$ cat src/rtl/core/trs_pkg.sv
// Shared constants, codes and types for the thermistor reading smoother.
package trs_pkg;

  // Field widths fixed by the stream format.
  localparam int READ_W  = 16;  // raw reading, signed centidegrees
  localparam int DATA_W  = 14;  // stored window entry
  localparam int TRK_W   = 15;  // tracked value, signed centidegrees
  localparam int LIMIT_W = 3;   // error limit and reject counters
  localparam int CFG_W   = 14;  // widest configuration register

  // Quotient bits of the rounding divide; the rounded mean stays below 512 steps.
  localparam int QUOT_W = 9;

  localparam int DEF_WINDOW_DEPTH = 8;

  localparam logic [LIMIT_W-1:0] DEF_ERROR_LIMIT = 3'd5;
  localparam logic [CFG_W-1:0]   DEF_MAX_TEMP    = 14'd6000;
  localparam logic [LIMIT_W-1:0] REJECT_MAX      = 3'd7;

  // Offset bands in centidegrees.
  localparam int BAND_LOW    = 1900;
  localparam int BAND_HIGH   = 2300;
  localparam int OFFSET_LOW  = 130;
  localparam int OFFSET_MID  = 160;
  localparam int OFFSET_HIGH = 180;

  // Rounding grid of the tracked value.
  localparam int STEP_CENTI = 50;

  typedef enum logic {
    REG_ERROR_LIMIT    = 1'b0,
    REG_MAX_VALID_TEMP = 1'b1
  } reg_idx_t;

  // Status of the iterative divider as seen by the sequencer.
  typedef struct packed {
    logic busy;
    logic done;
  } trs_div_stat_t;

endpackage

$ cat src/rtl/core/trs_divider.sv
// Iterative restoring divider, one quotient bit per cycle.
module trs_divider import trs_pkg::*; #(
  parameter int W  = 24,
  parameter int QW = QUOT_W
) (
  input  logic          clk,
  input  logic          rst,
  input  logic          start,
  input  logic [W-1:0]  dividend,
  input  logic [W-1:0]  divisor,
  output logic [QW-1:0] quotient,
  output trs_div_stat_t status
);

  localparam int CNT_W = (QW > 1) ? $clog2(QW) : 1;

  logic [W-1:0]     rem;
  logic [W-1:0]     dsh;
  logic [QW-1:0]    q;
  logic [CNT_W-1:0] cnt;
  logic             busy;
  logic             done;
  logic             fits;

  // The quotient is known to fit QW bits, so the divisor starts shifted up by QW-1.
  assign fits = (rem >= dsh);

  always_ff @(posedge clk) begin
    if (rst) begin
      busy <= 1'b0;
      done <= 1'b0;
    end else begin
      done <= 1'b0;
      if (start) begin
        busy <= 1'b1;
      end else if (busy && cnt == '0) begin
        busy <= 1'b0;
        done <= 1'b1;
      end
    end
  end

  always_ff @(posedge clk) begin
    if (start) begin
      rem <= dividend;
      dsh <= divisor << (QW - 1);
      q   <= '0;
      cnt <= CNT_W'(QW - 1);
    end else if (busy) begin
      if (fits) begin
        rem <= rem - dsh;
      end
      q   <= {q[QW-2:0], fits};
      dsh <= dsh >> 1;
      cnt <= cnt - 1'b1;
    end
  end

  assign quotient    = q;
  assign status.busy = busy;
  assign status.done = done;

endmodule

$ cat src/rtl/core/thermistor_reading_smoother.sv
// Top level of the two-channel thermistor reading smoother.
// Sequence: a rejected reading goes from the check straight to its result, an accepted
// one passes through window load, offset scaling, numerator, serial divide and tracking first.
// Throughput: one item at a time; the next item is taken while the previous result still
// waits in the output register.
// Reset: synchronous, active high; clears all but the window storage and the item registers.
module thermistor_reading_smoother import trs_pkg::*; #(
  parameter int WINDOW_DEPTH = DEF_WINDOW_DEPTH
) (
  input  logic              clk,
  input  logic              rst,
  // Configuration writes.
  input  logic              cfg_we,
  input  logic              cfg_addr,
  input  logic [CFG_W-1:0]  cfg_wdata,
  // Input stream.
  input  logic              s_tvalid,
  output logic              s_tready,
  input  logic [READ_W-1:0] s_tdata,   // reading_centi [15:0]
  input  logic [1:0]        s_tuser,   // sensor_select [0], supply_ok [1]
  // Result stream.
  output logic              m_tvalid,
  input  logic              m_tready,
  output logic [15:0]       m_tdata,   // tracked_centi [14:0], zero [15]
  output logic [1:0]        m_tuser    // accepted [0], sensor_error [1]
);

  // Window geometry. Both channel windows share one memory, channel in the top address bit.
  localparam int IDX_W  = (WINDOW_DEPTH > 1) ? $clog2(WINDOW_DEPTH) : 1;
  localparam int FILL_W = $clog2(WINDOW_DEPTH + 1);
  localparam int MEM_D  = 2 * (2 ** IDX_W);
  // The sum of a full window of 14-bit readings.
  localparam int SUM_W  = DATA_W + FILL_W;
  // Divider operands: twice the numerator magnitude plus half the divisor.
  localparam int DIV_W  = SUM_W + QUOT_W;
  localparam int OFF_W  = 8;

  typedef enum logic [7:0] {
    ST_IDLE  = 8'b0000_0001,
    ST_CHECK = 8'b0000_0010,
    ST_LOAD  = 8'b0000_0100,
    ST_SCALE = 8'b0000_1000,
    ST_NUMER = 8'b0001_0000,
    ST_DIV   = 8'b0010_0000,
    ST_TRACK = 8'b0100_0000,
    ST_EMIT  = 8'b1000_0000
  } state_t;

  state_t state;

  // Configuration registers.
  logic [LIMIT_W-1:0] error_limit;
  logic [CFG_W-1:0]   max_valid_temp;

  // Per-channel state, index 0 is the environment sensor and 1 the floor sensor.
  logic [FILL_W-1:0]       fill    [2];
  logic [IDX_W-1:0]        head    [2];
  logic [SUM_W-1:0]        sum     [2];
  logic signed [TRK_W-1:0] tracked [2];
  logic [LIMIT_W-1:0]      rejects [2];
  logic                    error_flag;

  // Item being worked on.
  logic                     ch;
  logic signed [READ_W-1:0] reading;
  logic                     supply;
  logic                     acc;
  logic [OFF_W-1:0]         offset;
  logic                     num_neg;

  // Window memory.
  logic [DATA_W-1:0] win_mem [MEM_D];
  logic [DATA_W-1:0] old_val;

  // Divider hookup.
  logic                div_start;
  logic [DIV_W-1:0]    div_dividend;
  logic [DIV_W-1:0]    div_divisor;
  logic [QUOT_W-1:0]   div_quot;
  trs_div_stat_t       div_stat;

  // Output register.
  logic                    out_valid;
  logic                    out_acc;
  logic signed [TRK_W-1:0] out_tracked;
  logic                    out_err;

  // Combinational helpers.
  logic                    rejected;
  logic [LIMIT_W-1:0]      rej_bumped;
  logic                    full;
  logic [IDX_W-1:0]        wr_idx;
  logic [DATA_W-1:0]       val;
  logic [SUM_W-1:0]        n_ext;
  logic [SUM_W-1:0]        off_scaled;
  logic signed [SUM_W:0]   numer;
  logic [SUM_W-1:0]        numer_mag;
  logic [QUOT_W+6-1:0]     target_mag;
  logic signed [TRK_W-1:0] target;
  logic                    out_free;

  assign s_tready = (state == ST_IDLE);
  assign out_free = !out_valid || m_tready;

  // A reading passes with a good supply and 0 < reading < max_valid_temp.
  assign rejected = !supply || reading[READ_W-1] || (reading == '0) ||
                    ($unsigned(reading) >= {{(READ_W - CFG_W){1'b0}}, max_valid_temp});
  assign rej_bumped = (rejects[ch] == REJECT_MAX) ? REJECT_MAX : rejects[ch] + 1'b1;
  assign val        = reading[DATA_W-1:0];

  // Until the window is full the head stays at zero, so the next free slot is the fill count.
  assign full   = (fill[ch] == FILL_W'(WINDOW_DEPTH));
  assign wr_idx = full ? head[ch] : fill[ch][IDX_W-1:0];

  assign n_ext      = SUM_W'(fill[ch]);
  assign off_scaled = SUM_W'(offset) * n_ext;
  assign numer      = $signed({1'b0, sum[ch]}) - $signed({1'b0, off_scaled});
  assign numer_mag  = numer[SUM_W] ? SUM_W'(-numer) : numer[SUM_W-1:0];

  // Rounded division: (2*|num| + 50n) / (100n), sign restored afterwards.
  assign div_start    = (state == ST_NUMER);
  assign div_dividend = (DIV_W'(numer_mag) << 1) + DIV_W'(n_ext) * DIV_W'(STEP_CENTI);
  assign div_divisor  = DIV_W'(n_ext) * DIV_W'(2 * STEP_CENTI);

  assign target_mag = (QUOT_W + 6)'(div_quot) * (QUOT_W + 6)'(STEP_CENTI);
  assign target     = num_neg ? -$signed(TRK_W'(target_mag)) : $signed(TRK_W'(target_mag));

  trs_divider #(
    .W  (DIV_W),
    .QW (QUOT_W)
  ) u_div (
    .clk      (clk),
    .rst      (rst),
    .start    (div_start),
    .dividend (div_dividend),
    .divisor  (div_divisor),
    .quotient (div_quot),
    .status   (div_stat)
  );

  // Configuration writes land whenever the enable is high.
  always_ff @(posedge clk) begin
    if (rst) begin
      error_limit    <= DEF_ERROR_LIMIT;
      max_valid_temp <= DEF_MAX_TEMP;
    end else if (cfg_we) begin
      unique case (reg_idx_t'(cfg_addr))
        REG_ERROR_LIMIT:    error_limit    <= cfg_wdata[LIMIT_W-1:0];
        REG_MAX_VALID_TEMP: max_valid_temp <= cfg_wdata;
        default: ;
      endcase
    end
  end

  // The oldest entry is read while the checks run, and the new reading is written in the
  // next cycle together with the sum update.
  always_ff @(posedge clk) begin
    if (state == ST_CHECK) begin
      old_val <= win_mem[{ch, head[ch]}];
    end
    if (state == ST_LOAD) begin
      win_mem[{ch, wr_idx}] <= val;
    end
  end

  // Item registers need no reset.
  always_ff @(posedge clk) begin
    if (s_tvalid && s_tready) begin
      ch      <= s_tuser[0];
      supply  <= s_tuser[1];
      reading <= $signed(s_tdata);
    end
    if (state == ST_SCALE) begin
      if (sum[ch] < SUM_W'(BAND_LOW) * n_ext) begin
        offset <= OFF_W'(OFFSET_LOW);
      end else if (sum[ch] < SUM_W'(BAND_HIGH) * n_ext) begin
        offset <= OFF_W'(OFFSET_MID);
      end else begin
        offset <= OFF_W'(OFFSET_HIGH);
      end
    end
    if (state == ST_NUMER) begin
      num_neg <= numer[SUM_W];
    end
    if (state == ST_EMIT && out_free) begin
      out_acc     <= acc;
      out_tracked <= tracked[ch];
      out_err     <= error_flag;
    end
  end

  // Sequencer and channel state.
  always_ff @(posedge clk) begin
    if (rst) begin
      state      <= ST_IDLE;
      error_flag <= 1'b0;
      acc        <= 1'b0;
      out_valid  <= 1'b0;
      for (int i = 0; i < 2; i++) begin
        fill[i]    <= '0;
        head[i]    <= '0;
        sum[i]     <= '0;
        tracked[i] <= '0;
        rejects[i] <= '0;
      end
    end else begin
      // The result register refills when a result is emitted and empties on a transfer.
      if (state == ST_EMIT && out_free) begin
        out_valid <= 1'b1;
      end else if (m_tready) begin
        out_valid <= 1'b0;
      end
      unique case (state)
        ST_IDLE: begin
          if (s_tvalid) begin
            state <= ST_CHECK;
          end
        end
        ST_CHECK: begin
          if (rejected) begin
            acc         <= 1'b0;
            rejects[ch] <= rej_bumped;
            // Both counters count toward the flag, the bumped one at its new value.
            if (rej_bumped >= error_limit || rejects[!ch] >= error_limit) begin
              error_flag <= 1'b1;
            end
            state <= ST_EMIT;
          end else begin
            acc         <= 1'b1;
            rejects[ch] <= '0;
            error_flag  <= 1'b0;
            state       <= ST_LOAD;
          end
        end
        ST_LOAD: begin
          if (full) begin
            sum[ch]  <= sum[ch] - SUM_W'(old_val) + SUM_W'(val);
            head[ch] <= (head[ch] == IDX_W'(WINDOW_DEPTH - 1)) ? '0 : head[ch] + 1'b1;
          end else begin
            sum[ch]  <= sum[ch] + SUM_W'(val);
            fill[ch] <= fill[ch] + 1'b1;
          end
          state <= ST_SCALE;
        end
        ST_SCALE: begin
          state <= ST_NUMER;
        end
        ST_NUMER: begin
          state <= ST_DIV;
        end
        ST_DIV: begin
          if (div_stat.done) begin
            state <= ST_TRACK;
          end
        end
        ST_TRACK: begin
          // The first reading in a window sets the value, later ones step toward the target.
          if (fill[ch] == FILL_W'(1)) begin
            tracked[ch] <= target;
          end else if (target > tracked[ch]) begin
            tracked[ch] <= tracked[ch] + TRK_W'(STEP_CENTI);
          end else if (target < tracked[ch]) begin
            tracked[ch] <= tracked[ch] - TRK_W'(STEP_CENTI);
          end
          state <= ST_EMIT;
        end
        ST_EMIT: begin
          if (out_free) begin
            state <= ST_IDLE;
          end
        end
        default: state <= ST_IDLE;
      endcase
    end
  end

  assign m_tvalid = out_valid;
  assign m_tdata  = {1'b0, out_tracked};
  assign m_tuser  = {out_err, out_acc};

  // The divider only finishes while the sequencer waits on it.
  a_div_done_in_wait: assert property (@(posedge clk) disable iff (rst)
    div_stat.done |-> state == ST_DIV)
    else $error("divider finished outside its wait state");

  // Fill counts never pass the window depth.
  a_fill_bound: assert property (@(posedge clk) disable iff (rst)
    fill[0] <= FILL_W'(WINDOW_DEPTH) && fill[1] <= FILL_W'(WINDOW_DEPTH))
    else $error("window fill count beyond depth");

  // An accepted reading always reports a cleared error flag.
  a_accept_clears_flag: assert property (@(posedge clk) disable iff (rst)
    m_tvalid && m_tuser[0] |-> !m_tuser[1])
    else $error("accepted reading reported with error flag set");

  // A new result is only loaded once the previous one has gone out.
  a_no_overwrite: assert property (@(posedge clk) disable iff (rst)
    state == ST_EMIT && out_valid && !m_tready |=> state == ST_EMIT)
    else $error("result loaded over a pending one");

endmodule

$ cat config.mk
export PLATFORM = sky130hd
export DESIGN_NAME = thermistor_reading_smoother
export DESIGN_NICKNAME = d
export VERILOG_FILES = /design/src/rtl/core/trs_pkg.sv /design/src/rtl/core/trs_divider.sv /design/src/rtl/core/thermistor_reading_smoother.sv
export SDC_FILE = /design/constraint.sdc
export NUM_CORES = 1
export LEC_CHECK = 0
export ABC_AREA = 1
export BUFFER_PORTS_ARGS = -buffer_cell sky130_fd_sc_hd__buf_2
export CAP_MARGIN = 10
export CORE_AREA = 10 10 235 326
export CTS_CLUSTER_SIZE = 14
export DETAILED_ROUTE_END_ITERATION = 7
export DIE_AREA = 0 0 245 336
export HOLD_SLACK_MARGIN = 0.05
export PLACE_DENSITY_LB_ADDON = 0.08
export SKIP_LAST_GASP = 1
export SLEW_MARGIN = 25
export SYNTH_ARGS = -nofsm -noshare
export SYNTH_HDL_FRONTEND = slang
export SYNTH_SLANG_ARGS = --single-unit
$ cat constraint.sdc
create_clock -name clk -period 8 [get_ports clk]
set_clock_uncertainty 0.15 [all_clocks]
set_input_delay 1.6 -clock clk [delete_from_list [all_inputs] [get_ports clk]]
set_output_delay 1.6 -clock clk [all_outputs]
set_load 0.02 [all_outputs]
==> reports/results.ini <==
[worst_setup_path]
worst-path-max-fanout=42
critical_path.max_stage_delay_ps=510
start_kind=flop
crit_path_frequent_cell=nand2_1
critPathArrivalTime_ps=7130
critPathSlowestCell=fa_1
critPathRequiredTime_ps=8200
endpoint_kind=flop
crit_type=flop to flop

[clocking]
htree_levels=2
cts_tree=built
clock_path_buffers=3
worst_skew_pair.late_latency_ps=630
cts_sinks=453
cts.reportedPaths.clkPinSlew_ps=60
cts_buffers=49
ctsRootBufferMaster=clkbuf_16
holdBufCountCts=0
cts_resized=0
post_cts_buffers=0

[global_routing]
grt_pass1_vias=21700
antenna_found_initial=1
grt_max_degree=82
grt_overflow=0
grt_util_all_layers=0.190
grt_pass1_wl_mm=122

[power_and_ir_drop]
p_clk_frac=0.239
p_int_uw=5380
vdd_ir_drop_max_uv=190
power_density_nw_per_um2=300
power.share.switching=0.419
p_seq_frac=0.291
p_comb_frac=0.470
cellLeakagePower_uw=0.0131
fin_total_pwr_uw=9250
p_switching_uw=3880

[layout]
register_area_um2=13100
syn2layout_area_growth_pct=10.8
antennaDiodeCount=0
drive_gt1_frac=0.0943
finalNonFillerCells=4076
multi_input_area_um2=12800
final_nets=3398
fill_cells=6891
design_area_um2=30900

[timing]
setup-tns-final_ps=0
holdWs_ps=298
setup_viol=0
finalHoldViolCount=0
fin_crit_ps=6920
slew_viol_final=0
slew_headroom=0.382
worstMarginPinSlew_ps=918
period_share=0.865
grt_setup_unrepaired=false
fmax_ghz=0.144

[worst_hold_path]
hp-class=flop to flop

[synth]
synthTopCellsByArea=edfxtp_1, ha_1, nand2_1
yosysTopAreaCellShare=0.430
synth-seq-cells=453
syn-num-nets=3335
synth_top_area_cell=edfxtp_1
mappedNetlistArea_um2=27900
synth_warnings=0
synth_edf_count=399
synth_cell_types=68
netlist_instances=3036
async_flop_share=0
ys_seq_area_frac=0.469
synthFlopType=edfxtp_1
syn_area_per_cell_um2=9.18

[job]
max_cap_violations=0

[route]
via_per_inst=5.19
drt_first_pass_iters=8
antenna_left=0
drt-wirelength-per-cell_um=19.3
drtIter0Drc=1089
vias=21100
drc_errors=0
drt_wl_total_mm=78.6

[status]
status=complete, no violations

[floorplan]
core-area_um2=70200
die_area_um2=82300
die_y_um=336
row_count=115
start_util=0.397
num_io_pins=58
fp.dieW_um=245

[placed_design]
portBuffers=56
dp_cells=3984
postPlaceCellArea_um2=29300
place_congestion=0.950
dp_hpwl_mm=57.3

==> metal layers <==
metal | vias to the layer above | wire [um] | GRT usage
met5 | - | 13 | 0
met4 | 2 | 3260 | 0.0811
met3 | 128 | 2520 | 0.0228
met2 | 363 | 42400 | 0.365
met1 | 10200 | 30500 | 0.206
li1 | 10500 | - | -
==> registers in the layout, summed over array words and instances, names as in the netlist, 3 cells and up, named ones only <==
register,flops
max_valid_temp,14
u_div.rem,27
out_tracked,15
u_div.dsh,19
rejects,6
fill,8
old_val,14
state,8
tracked,30
sum,36
offset,3
u_div.cnt,4
win_mem,224
head,6
error_limit,3
u_div.quotient,9
reading,16
==> power by group through the flow <==
stage | registers, uW | clock network (uW) | logic (uW)
detailed placement | 2750 | 0 | 4350
global placement | 2750 | 0 | 4280
CTS | 2700 | 2270 | 4380
finish | 2700 | 2210 | 4350
global route | 2700 | 2360 | 4960
floorplan | 2750 | 0 | 3230
==> worst paths after layout <==
kind	startpoint	to	slack (ps)	cells past startpoint
setup / recovery	flop	u_div.rem[17]	1080	39
hold / removal	acc	out_acc	300	0
setup reg to reg	flop	u_div.rem[17]	1080	39
hold reg to reg	acc	out_acc	300	0
==> critical path: cells and delay by family, from the launching register on <==
| family | cells | cell delay [ps] |
|---|---|---|
| AOI/OAI and AO/OA | 5 | 800 |
| xor gates and xnor gates | 1 | 150 |
| DFF | 1 | 440 |
| and+or+nand+nor | 22 | 2380 |
| buffers and inverters | 6 | 760 |
| adders and majority gates | 5 | 1950 |
==> Yosys cell counts, types with 3 or more instances <==
cell and n:
nand2_1 454, inv_1 402, edfxtp_1 399, nor2_1 359, o21ai_0 245, ha_1 221
a21oi_1 185, nand3_1 123, clkbuf_1 76, xor2_1 68, dfxtp_1 54, fa_1 40
o211ai_1 40, or2_2 37, o22ai_1 34, nand4_1 33, xnor2_1 31, o221ai_1 28
nand2_2 25, nor3_1 15, nor4_1 12, nand3b_1 10, o21ai_1 10, o21ai_2 10
o21bai_1 10, a31oi_1 8, o21a_1 8, o31ai_1 8, buf_2 7, buf_4 6
a21boi_0 5, inv_2 5, nor2_2 5, nor2_4 5, and2_1 4, buf_6 4
mux2i_1 4, nand2_4 4, a211oi_1 3, clkinv_1 3, nand3_2 3, or2_1 3
==> final cells by class <==
cell class	instances	share of cell area
repair buffers	107	0.0215
flip-flops and latches	453	0.423
well taps	936	0.0379
clock buffers	60	0.0414
clock inverters	32	0.00932
inverters	411	0.0502
multi-input cells	2077	0.416
==> layout by cell type, fill, tap and decap left out, types with 10 or more instances in the layout <==
| master | Yosys | layout |
|---|---|---|
| nand3b_1 | 10 | 10 |
| dfxtp_1 | 54 | 53 |
| o22ai_1 | 34 | 34 |
| nor4_1 | 12 | 12 |
| nor2_1 | 359 | 358 |
| edfxtp_1 | 399 | 399 |
| nor3_1 | 15 | 15 |
| buf_4 | 6 | 51 |
| o21ai_1 | 10 | 10 |
| a21oi_1 | 185 | 185 |
| ha_1 | 221 | 221 |
| o221ai_1 | 28 | 28 |
| nand4_1 | 33 | 33 |
| nand2_2 | 25 | 25 |
| xnor2_1 | 31 | 31 |
| nand2_1 | 454 | 453 |
| fa_1 | 40 | 40 |
| clkinv_2 | 0 | 15 |
| o21ai_2 | 10 | 10 |
| clkbuf_16 | 0 | 49 |
| xor2_1 | 68 | 68 |
| o21ai_0 | 245 | 245 |
| or2_2 | 37 | 37 |
| clkbuf_1 | 76 | 10 |
| inv_1 | 402 | 401 |
| buf_2 | 7 | 56 |
| o211ai_1 | 40 | 40 |
| nand3_1 | 123 | 123 |
| o21bai_1 | 10 | 10 |
==> cells by family after synthesis <==
group | Yosys count | synth area share
AO/OA/AOI/OAI | 609 | 0.126
AND/OR/NAND/NOR | 1101 | 0.173
other | 1 | 0.000135
adder cells (fa/ha/maj) | 261 | 0.128
flip-flops | 453 | 0.469
multiplexers | 5 | 0.00184
buffers and inverters | 506 | 0.0707
XOR/XNOR | 100 | 0.0317
==> through the flow <==
stage                util  setup WS [ps]
finish              0.440           1080
global route        0.440            455
global placement    0.417           1250
CTS                 0.440           1030
detailed placement  0.417           1090
floorplan               -           1250
Note: power is estimated with default switching activity, not from simulation.
